File: config.mk
export PLATFORM = sky130hd
export DESIGN_NAME = sorted_list_insert_remove_flat
export DESIGN_NICKNAME = d
export VERILOG_FILES = /design/src/sv/sli_pkg.sv /design/src/sv/sli_in_if.sv /design/src/sv/sli_out_if.sv /design/src/sv/sorted_list_insert_remove.sv /design/src/sv/sli_ctrl.sv /design/src/sv/sli_datapath.sv /design/src/flat_wrapper.sv
export SDC_FILE = /design/constraint.sdc
export NUM_CORES = 2
export LEC_CHECK = 0
export BUFFER_PORTS_ARGS = -buffer_cell sky130_fd_sc_hd__clkbuf_2
export CAP_MARGIN = 20
export CORE_MARGIN = 4
export CORE_UTILIZATION = 28
export CTS_BUF_LIST = sky130_fd_sc_hd__clkbuf_8 sky130_fd_sc_hd__clkbuf_16
export DETAILED_ROUTE_END_ITERATION = 6
export PLACE_DENSITY_LB_ADDON = 0.08
export RECOVER_POWER = 25
export SYNTH_ARGS = -nofsm -noshare
export SYNTH_HDL_FRONTEND = slang
export SYNTH_SLANG_ARGS = --single-unit
export TNS_END_PERCENT = 50
File: constraint.sdc
create_clock -name i_clk -period 6.1 [get_ports i_clk]
set_input_delay 1.22 -clock i_clk [delete_from_list [all_inputs] [get_ports i_clk]]
set_output_delay 1.22 -clock i_clk [all_outputs]
set_load 0.05 [all_outputs]
File: src/sv/sli_pkg.sv
// ----------------------------------------------------------------------------
// Sorted list package
// Shared types and constants for the sorted insert/remove block.
// ----------------------------------------------------------------------------
package sli_pkg;

    localparam int CAPACITY_DEF = 16;
    localparam int VALUE_W      = 32;
    localparam int COUNT_OUT_W  = 5;

    localparam logic OP_INSERT = 1'b0;
    localparam logic OP_REMOVE = 1'b1;

    typedef enum logic [1:0] {
        ST_DONE      = 2'd0,
        ST_FULL      = 2'd1,
        ST_NOT_FOUND = 2'd2
    } t_status;

    // controller to datapath
    typedef struct packed {
        logic capture;  // latch the transaction and the compare flags
        logic apply;    // shift the entries and load the result register
    } t_cmd;

endpackage

File: src/sv/sli_in_if.sv
// ----------------------------------------------------------------------------
// Operation channel
// Valid/ready channel carrying one insert or remove operation.
// ----------------------------------------------------------------------------
interface sli_in_if;
    logic                          valid;
    logic                          ready;
    logic                          opcode;
    logic [sli_pkg::VALUE_W-1:0]   value;

    modport source (output valid, output opcode, output value, input ready);
    modport sink   (input valid, input opcode, input value, output ready);
endinterface

File: src/sv/sli_out_if.sv
// ----------------------------------------------------------------------------
// Result channel
// Valid/ready channel carrying the status, entry count and smallest entry.
// ----------------------------------------------------------------------------
interface sli_out_if;
    logic                              valid;
    logic                              ready;
    logic [1:0]                        status;
    logic [sli_pkg::COUNT_OUT_W-1:0]   entry_count;
    logic [sli_pkg::VALUE_W-1:0]       smallest;

    modport source (output valid, output status, output entry_count, output smallest,
                    input ready);
    modport sink   (input valid, input status, input entry_count, input smallest,
                    output ready);
endinterface

File: src/sv/sorted_list_insert_remove.sv
// ----------------------------------------------------------------------------
// Sorted list insert/remove
// Bounded ascending multiset of signed 32-bit values with insert and remove.
// ----------------------------------------------------------------------------
// A transaction runs as a capture step and then an update step: in the capture
// step the value is compared against every stored entry at once and the
// per-entry flags are registered; in the update step the entry row shifts (up
// for an insert, down for a remove) and the result register is loaded. A new
// transaction is taken in the cycle after the update, not before the current
// one is applied, and a stalled result holds the update step. Inserts
// go after equal entries, an insert into a full list reports full, and a
// remove with no match reports not found. entry_count carries the low five
// bits of the count; smallest reads zero when the list is empty.
module sorted_list_insert_remove #(
    parameter int CAPACITY = sli_pkg::CAPACITY_DEF
) (
    input  logic       i_clk,
    input  logic       i_rst_n,
    sli_in_if.sink     i_in,
    sli_out_if.source  o_out
);

    sli_pkg::t_cmd cmd;

    sli_ctrl u_ctrl (
        .i_clk       (i_clk),
        .i_rst_n     (i_rst_n),
        .i_in_valid  (i_in.valid),
        .o_in_ready  (i_in.ready),
        .o_out_valid (o_out.valid),
        .i_out_ready (o_out.ready),
        .o_cmd       (cmd)
    );

    sli_datapath #(
        .CAPACITY (CAPACITY)
    ) u_datapath (
        .i_clk         (i_clk),
        .i_rst_n       (i_rst_n),
        .i_cmd         (cmd),
        .i_opcode      (i_in.opcode),
        .i_value       (i_in.value),
        .o_status      (o_out.status),
        .o_entry_count (o_out.entry_count),
        .o_smallest    (o_out.smallest)
    );

endmodule

File: src/sv/sli_ctrl.sv
// ----------------------------------------------------------------------------
// Sorted list controller
// Two-state sequencer: take a transaction, then apply it once the result
// register is free.
// ----------------------------------------------------------------------------
module sli_ctrl (
    input  logic          i_clk,
    input  logic          i_rst_n,
    input  logic          i_in_valid,
    output logic          o_in_ready,
    output logic          o_out_valid,
    input  logic          i_out_ready,
    output sli_pkg::t_cmd o_cmd
);

    typedef enum logic {
        S_IDLE,
        S_UPDATE
    } t_state;

    t_state r_state;
    logic   r_out_valid;
    logic   out_free;

    assign out_free    = !r_out_valid || i_out_ready;
    assign o_in_ready  = (r_state == S_IDLE);
    assign o_out_valid = r_out_valid;

    always_comb begin
        o_cmd.capture = (r_state == S_IDLE) && i_in_valid;
        o_cmd.apply   = (r_state == S_UPDATE) && out_free;
    end

    always_ff @(posedge i_clk) begin
        if (!i_rst_n) begin
            r_state     <= S_IDLE;
            r_out_valid <= 1'b0;
        end else begin
            case (r_state)
                S_IDLE: begin
                    if (i_out_ready) r_out_valid <= 1'b0;
                    if (i_in_valid)  r_state <= S_UPDATE;
                end
                S_UPDATE: begin
                    // hold until the previous result has been taken
                    if (out_free) begin
                        r_out_valid <= 1'b1;
                        r_state     <= S_IDLE;
                    end
                end
                default: begin
                    r_state     <= S_IDLE;
                    r_out_valid <= 1'b0;
                end
            endcase
        end
    end

endmodule

File: src/sv/sli_datapath.sv
// ----------------------------------------------------------------------------
// Sorted list datapath
// Row of entry cells with per-cell compare flags, shift logic, entry count
// and the result register.
// ----------------------------------------------------------------------------
module sli_datapath #(
    parameter int CAPACITY = sli_pkg::CAPACITY_DEF
) (
    input  logic                              i_clk,
    input  logic                              i_rst_n,
    input  sli_pkg::t_cmd                     i_cmd,
    input  logic                              i_opcode,
    input  logic [sli_pkg::VALUE_W-1:0]       i_value,
    output logic [1:0]                        o_status,
    output logic [sli_pkg::COUNT_OUT_W-1:0]   o_entry_count,
    output logic [sli_pkg::VALUE_W-1:0]       o_smallest
);

    localparam int CW = $clog2(CAPACITY + 1);
    localparam int VW = sli_pkg::VALUE_W;

    logic [VW-1:0]       r_entry [CAPACITY];
    logic [VW-1:0]       n_entry [CAPACITY];
    logic [CAPACITY-1:0] r_lt;   // value sorts before the cell (empty cells count as above)
    logic [CAPACITY-1:0] r_le;   // value at or below a valid cell
    logic [CAPACITY-1:0] r_eq;   // valid cell equals value
    logic [CAPACITY-1:0] cell_valid;
    logic                r_op;
    logic [VW-1:0]       r_val;
    logic [CW-1:0]       r_count;
    logic [CW-1:0]       n_count;
    sli_pkg::t_status    n_status;
    logic                full;
    logic                found;
    logic                do_ins;
    logic                do_rem;
    logic [31:0]         count_ext;

    logic [1:0]                       r_status;
    logic [sli_pkg::COUNT_OUT_W-1:0]  r_entry_count;
    logic [VW-1:0]                    r_smallest;

    assign full   = (r_count >= CW'(CAPACITY));
    assign found  = |r_eq;
    assign do_ins = (r_op == sli_pkg::OP_INSERT) && !full;
    assign do_rem = (r_op == sli_pkg::OP_REMOVE) && found;

    always_comb begin
        n_count  = r_count;
        n_status = sli_pkg::ST_DONE;
        if (r_op == sli_pkg::OP_INSERT) begin
            if (full) n_status = sli_pkg::ST_FULL;
            else      n_count  = r_count + CW'(1);
        end else begin
            if (found) n_count  = r_count - CW'(1);
            else       n_status = sli_pkg::ST_NOT_FOUND;
        end
    end

    genvar gi;
    generate
        for (gi = 0; gi < CAPACITY; gi++) begin : g_cell
            logic prev_lt;
            logic [VW-1:0] prev_e;
            logic [VW-1:0] next_e;

            assign cell_valid[gi] = (CW'(gi) < r_count);

            if (gi == 0) begin : g_first
                assign prev_lt = 1'b0;
                assign prev_e  = r_entry[gi];
            end else begin : g_mid
                assign prev_lt = r_lt[gi-1];
                assign prev_e  = r_entry[gi-1];
            end

            if (gi == CAPACITY - 1) begin : g_last
                assign next_e = r_entry[gi];
            end else begin : g_inner
                assign next_e = r_entry[gi+1];
            end

            always_comb begin
                n_entry[gi] = r_entry[gi];
                // open a slot: the first cell above the value takes it, later ones shift up
                if (do_ins && r_lt[gi] && (CW'(gi) <= r_count)) begin
                    n_entry[gi] = prev_lt ? prev_e : r_val;
                end
                // close the gap from the first match upward
                if (do_rem && r_le[gi]) begin
                    n_entry[gi] = next_e;
                end
            end

            always_ff @(posedge i_clk) begin
                if (i_cmd.capture) begin
                    r_lt[gi] <= !cell_valid[gi] || ($signed(i_value) < $signed(r_entry[gi]));
                    r_le[gi] <= cell_valid[gi] && ($signed(i_value) <= $signed(r_entry[gi]));
                    r_eq[gi] <= cell_valid[gi] && (i_value == r_entry[gi]);
                end
                if (i_cmd.apply) begin
                    r_entry[gi] <= n_entry[gi];
                end
            end
        end
    endgenerate

    assign count_ext = 32'(n_count);

    always_ff @(posedge i_clk) begin
        if (!i_rst_n) begin
            r_count <= '0;
        end else if (i_cmd.apply) begin
            r_count <= n_count;
        end
    end

    always_ff @(posedge i_clk) begin
        if (i_cmd.capture) begin
            r_op  <= i_opcode;
            r_val <= i_value;
        end
        if (i_cmd.apply) begin
            r_status      <= n_status;
            r_entry_count <= count_ext[sli_pkg::COUNT_OUT_W-1:0];
            r_smallest    <= (n_count != '0) ? n_entry[0] : '0;
        end
    end

    assign o_status      = r_status;
    assign o_entry_count = r_entry_count;
    assign o_smallest    = r_smallest;

endmodule
File: src/flat_wrapper.sv
// flat-port wrapper written by rule: the top's interface ports become plain ports
module sorted_list_insert_remove_flat 
#(
    parameter int CAPACITY = sli_pkg::CAPACITY_DEF
)
  (i_clk, i_rst_n, i_in_valid, i_in_opcode, i_in_value, i_in_ready, o_out_valid, o_out_status, o_out_entry_count, o_out_smallest, o_out_ready);
  sli_in_if i_in_i ();
  sli_out_if o_out_i ();
  input  logic i_clk;
  input  logic i_rst_n;
  input wire logic [$bits(i_in_i.valid)-1:0] i_in_valid;
  input wire logic [$bits(i_in_i.opcode)-1:0] i_in_opcode;
  input wire logic [$bits(i_in_i.value)-1:0] i_in_value;
  output wire logic [$bits(i_in_i.ready)-1:0] i_in_ready;
  output wire logic [$bits(o_out_i.valid)-1:0] o_out_valid;
  output wire logic [$bits(o_out_i.status)-1:0] o_out_status;
  output wire logic [$bits(o_out_i.entry_count)-1:0] o_out_entry_count;
  output wire logic [$bits(o_out_i.smallest)-1:0] o_out_smallest;
  input wire logic [$bits(o_out_i.ready)-1:0] o_out_ready;
  assign i_in_i.valid = i_in_valid;
  assign i_in_i.opcode = i_in_opcode;
  assign i_in_i.value = i_in_value;
  assign i_in_ready = i_in_i.ready;
  assign o_out_valid = o_out_i.valid;
  assign o_out_status = o_out_i.status;
  assign o_out_entry_count = o_out_i.entry_count;
  assign o_out_smallest = o_out_i.smallest;
  assign o_out_i.ready = o_out_ready;
  sorted_list_insert_remove #(.CAPACITY(CAPACITY)) u_core (.i_clk(i_clk), .i_rst_n(i_rst_n), .i_in(i_in_i), .o_out(o_out_i));
endmodule
* Yosys cells after proc, flatten, opt, wreduce, memory -nomap -nowiden *
Memory sizes are Yosys's and may differ from the RTL's.
Index checks and enable logic that the tools add are counted.

operators by class
  add/subtract/negate cells = 2
  magnitude comparators = 65
  equality and inequality tests = 18
  mux-type cells = 61
  bitwise operators = 2
  reduce and logical (&&, ||, !) cells = 122

operators by type and width
  kind                                                                              number
  32-bit 2-to-1 mux                                                                 47
  32-bit equality test                                                              16
  32-bit less-or-equal comparator                                                   16
  32-bit < comparator                                                               16
  1-bit logical AND                                                                 84
  4-bit by 5-bit less-or-equal comparator with 1-bit output (first input constant)  8
  4-bit by 5-bit < comparator with 1-bit output (first input constant)              8
  3-bit by 5-bit less-or-equal comparator with 1-bit output (first input constant)  4
  3-bit by 5-bit < comparator with 1-bit output (first input constant)              4
  1-bit zero test                                                                   18
  1-bit logical OR                                                                  17
  16-bit OR reduction                                                               1
  5-bit 2-to-1 mux                                                                  3
  1-bit by 5-bit less-or-equal comparator with 1-bit output (first input constant)  2
  2-bit by 5-bit less-or-equal comparator with 1-bit output (first input constant)  2
  1-bit by 5-bit < comparator with 1-bit output (first input constant)              2
  2-bit by 5-bit < comparator with 1-bit output (first input constant)              2
  1-bit 2-to-1 mux                                                                  7
  5-bit by 1-bit adder with 5-bit output (second input constant)                    1
  5-bit >= comparator (second input constant)                                       1
  5-bit nonzero test                                                                1
  5-bit by 1-bit subtractor with 5-bit output (second input constant)               1
  2-bit 2-to-1 mux                                                                  2
  2-bit by 1-bit != test with 1-bit output (second input constant)                  2
  other kinds (3)                                                                   5

word-level totals
  register bits after elaboration = 127
  bits in writable memories = 512
  input bits = 37
  output and inout bits = 41
  memories = 1

memories
  memory                     depth  width  rd ports  clocked after memory_dff  write ports  RTL line            text
  u_core.u_datapath.r_entry  16     32     16        0                         16           sli_datapath.sv:22  logic [VW-1:0] r_entry [CAPACITY];

* Depth between registers and ports, before layout *
  depth in word-level cells = 7
  gate-level depth with buffers = 11
  mapped depth without buffers = 9

* Cells and area by module *
A second synthesis with hierarchy kept.

second synthesis, totals
  cell total of the unflattened synthesis = 4496
  area total of the unflattened synthesis = 44298.7 sq um

modules (own cells, without submodules)
  module        times used  cells each  area an instance (sq um)  seq. area each (sq um)
  sli_datapath  1           4487        44196.1                   19048.3
  sli_ctrl      1           9           102.6                     40.0

* Worst setup path after synthesis *
Ideal clock, no wire load.

  kind = input-to-reg
  start = input i_in_valid
  end = register u_core.u_datapath.r_lt[9] (netlist: u_core.u_datapath.g_cell[10].prev_lt), enable pin
  arrival = 4.718 ns
  data required time = 5.571 ns
  setup slack = 0.854 ns
  stages on the path = 1
  path buffers = 0
  path through = nor2b_1

between the ends
  longest elaborated chain between the ends = 1

ends and longest elaborated chain
  what                           RTL line            text
  start, declared                flat_wrapper.sv:11  input wire logic [$bits(i_in_i.valid)-1:0] i_in_valid;
  1-bit logical AND              sli_ctrl.sv:30      o_cmd.capture = (r_state == S_IDLE) && i_in_valid;
  end signal, assigned by index  sli_datapath.sv:97  r_lt[gi] <= !cell_valid[gi] || ($signed(i_value) < $signed(r_entry[gi]));
  end, declared                  sli_datapath.sv:24  logic [CAPACITY-1:0] r_lt;

Every way passes these cells.
A chain may end at the register's enable or synchronous reset.

==> reports/metrics.cfg <==
[status]
status = finished, violations left
violations = capacitance limit, slew limit

[global_routing]
grt_pass1_wl_mm = 217.6
gr-total-overflow = 0
antenna_found_initial = 1
first_global_vias = 32610
grt_usage = 0.1769
grt_max_degree = 81

[clock_tree]
cts.path.max_buffers = 3
path_clk_slew_ps = 60
cts_sinks = 638
cts.repair.resized = 0
clockRootBuffer = clkbuf_16
cts_buffers = 87
clkLatencyLatePin_ps = 700
ctsHtreeMaxLevel = 3
postCtsSetupRepairBufs = 0
cts_tree = yes
cts_hold_buffers = 0

[sta]
tightest_slew_ps = 2902
slew_headroom = -0.9345
max_freq_ghz = 0.2236
maxSlewViolCount = 449
hold_slack_ps = 523.4
setup_viol = 0
min_period_ps = 4472
min_period_over_period = 0.7331
post-route-worst-setup-slack_ps = 1628
clock_skew_ps = 34.33
rsz0062_at_grt = no
hold_violations = 0
tns_ps = 0

[routing]
antenna_left = 0
drt-initial-drc-count = 1854
viasPerCell = 4.876
wl_per_cell_um = 22.35
routed_wl_mm = 146.0
drc = 0
route.vias.total = 31840
drtPass1Iterations = 7

[worst_setup_path]
critPathMaxFanout = 36
worstPathRequired_ps = 6510
crit_arrival_ps = 4880
reg2reg_depth = 6
critical_path_class = flip-flop to flip-flop
startpoint_type = flip-flop
cp-end-kind = flip-flop

[logic_synthesis]
synth_fa_ha_area_frac = 0.1479
synth_flop_cell = edfxtp_1
synth_top_cell_by_area = edfxtp_1
synth-seq-area-share = 0.4365
synthMostInstantiatedCell = edfxtp_1
yosys.area_share.simple = 0.09799
synthCells = 4405
synth_top_cell_area_share = 0.4333
async_flop_share = 0
synth.net_count = 4959
ys_top_cells_by_count = edfxtp_1, nand2_1, o21ai_0
synth_cell_type_count = 60
yosys_warnings = 0
syn_area_mm2 = 0.04373
synth_top_family_by_area = adder cells
synth-seq-cells = 638
avgSynthCellArea_um2 = 9.928
synth_compound_area_frac = 0.1363
synth_xor_area_frac = 0.001774
synth.area.top_cells = edfxtp_1, ha_1, mux2i_1, o21ai_0, nand2_1
synth.mux.area_fraction = 0.1132
synth-edff-count = 631

[floorplan]
die-area_mm2 = 0.1626
coreArea_mm2 = 0.1546
start_util = 0.2829
die_y_um = 403.2
rows = 144
die_x_um = 403.2
io_pins = 78

[run]
cap_violations = 15

[layout]
fillCellCount = 16230
area_delta_synth_final_pct = 12.50
drive_gt1_frac = 0.05863
nNetsFinal = 4969

[place]
place_worst_setup_slack_ps = 1748
hpwl_mm = 110.5
io_buffers = 77
routabilityCongestion = 0.8305

[min_path]
min_path_type = flip-flop to flip-flop
whs_path_depth = 2

[pwr]
powerDensity_mw_per_mm2 = 252.3
leakagePower_nw = 21.89
ir_worst_vdd_mv = 0.1985

-- cells in the final DEF, fill, tap and decap left out, types with 76 or more instances in the layout --
master and instances:
o21ai_0 543, inv_1 555, ha_1 517, nand4_1 96, clkbuf_16 90, clkbuf_1 76
a21oi_1 242, nand2_1 602, a21o_1 84, edfxtp_1 631, nor2_1 85, mux2i_1 455
-- metal layers --
layer,wire (um),vias up,share of wire,GRT usage
met3,4894,149,0.034,0.02361
li1,-,15860,-,-
met5,13,-,0.000089,0
met4,2940,2,0.020,0.03912
met1,73790,15350,0.51,0.2575
met2,64350,488,0.44,0.2792
-- cell families (layout without fill, tap and decap cells) --
group | count (synthesis) | count (layout)
AO/OA/AOI/OAI | 1037 | 1037
AND/OR/NAND/NOR | 953 | 953
buffers and inverters | 762 | 843
flip-flops | 638 | 638
adder cells (fa/ha/maj) | 517 | 517
multiplexers | 490 | 490
XOR/XNOR | 8 | 8
other | 0 | 1
-- flip-flops by register name, indices dropped and copies added (netlist names), 2 cells and up --
signal and flops:
u_core.u_datapath.o_entry_count 5, u_core.u_datapath.r_entry 512, u_core.u_datapath.r_eq 16, u_core.u_datapath.o_smallest 32
u_core.u_datapath.g_cell.prev_lt 15, u_core.u_datapath.o_status 2, u_core.u_datapath.r_val 32, u_core.u_datapath.r_le 15
u_core.u_datapath.r_count 5
-- report_power, final --
part / total (mW) / internal (mW) / switching (mW)
Sequential: 5.33 / 5.13 / 0.202
Clock: 5.06 / 2.93 / 2.13
Combinational: 2.02 / 0.683 / 1.34
Total: 12.4 / 8.74 / 3.67
-- area by class of cell --
| cell class | instances | area, um^2 | share of cell area |
|---|---|---|---|
| Clock inverter | 68 | 456.7 | 0.009283 |
| Multi-Input combinational cell | 3005 | 21860 | 0.4444 |
| Clock buffer | 92 | 2280 | 0.04634 |
| Tap cell | 2044 | 2557 | 0.05198 |
| Sequential cell | 638 | 19090 | 0.3880 |
| Antenna cell | 1 | 2.502 | 0.00005086 |
| Inverter | 533 | 2002 | 0.04069 |
| Timing Repair Buffer | 150 | 945.9 | 0.01923 |
-- worst max-delay path, cell delays in order (launching register included) --
cell	delay, ps
edfxtp_1	640
inv_1	180
a41oi_1	240
clkbuf_1	1020
and2_0	1370
buf_4	550
o21ai_0	170
-- path summary, 6_finish.rpt --
check | from | endpoint | slack [ps]
worst max-delay path | u_core.u_datapath.r_op | u_core.u_datapath.r_entry[0][43] | 1630
worst max register to register | u_core.u_datapath.r_op | u_core.u_datapath.r_entry[0][43] | 1630
worst min-delay path | u_core.u_ctrl.o_out_valid | u_core.u_ctrl.o_out_valid | 520
worst min register to register | u_core.u_ctrl.o_out_valid | u_core.u_ctrl.o_out_valid | 520
-- through the flow --
stage                 util  power, mW  cells  instance area, um^2
finish              0.3182      12.41   6531                49200
floorplan                -      6.708   4405                43730
global route        0.3182      13.03   6530                49190
CTS                 0.3187      12.63   6526                49270
global placement    0.3007      7.452   6364                46490
detailed placement  0.3010      7.470   6366                46540
(Power assumes the default switching activity.)
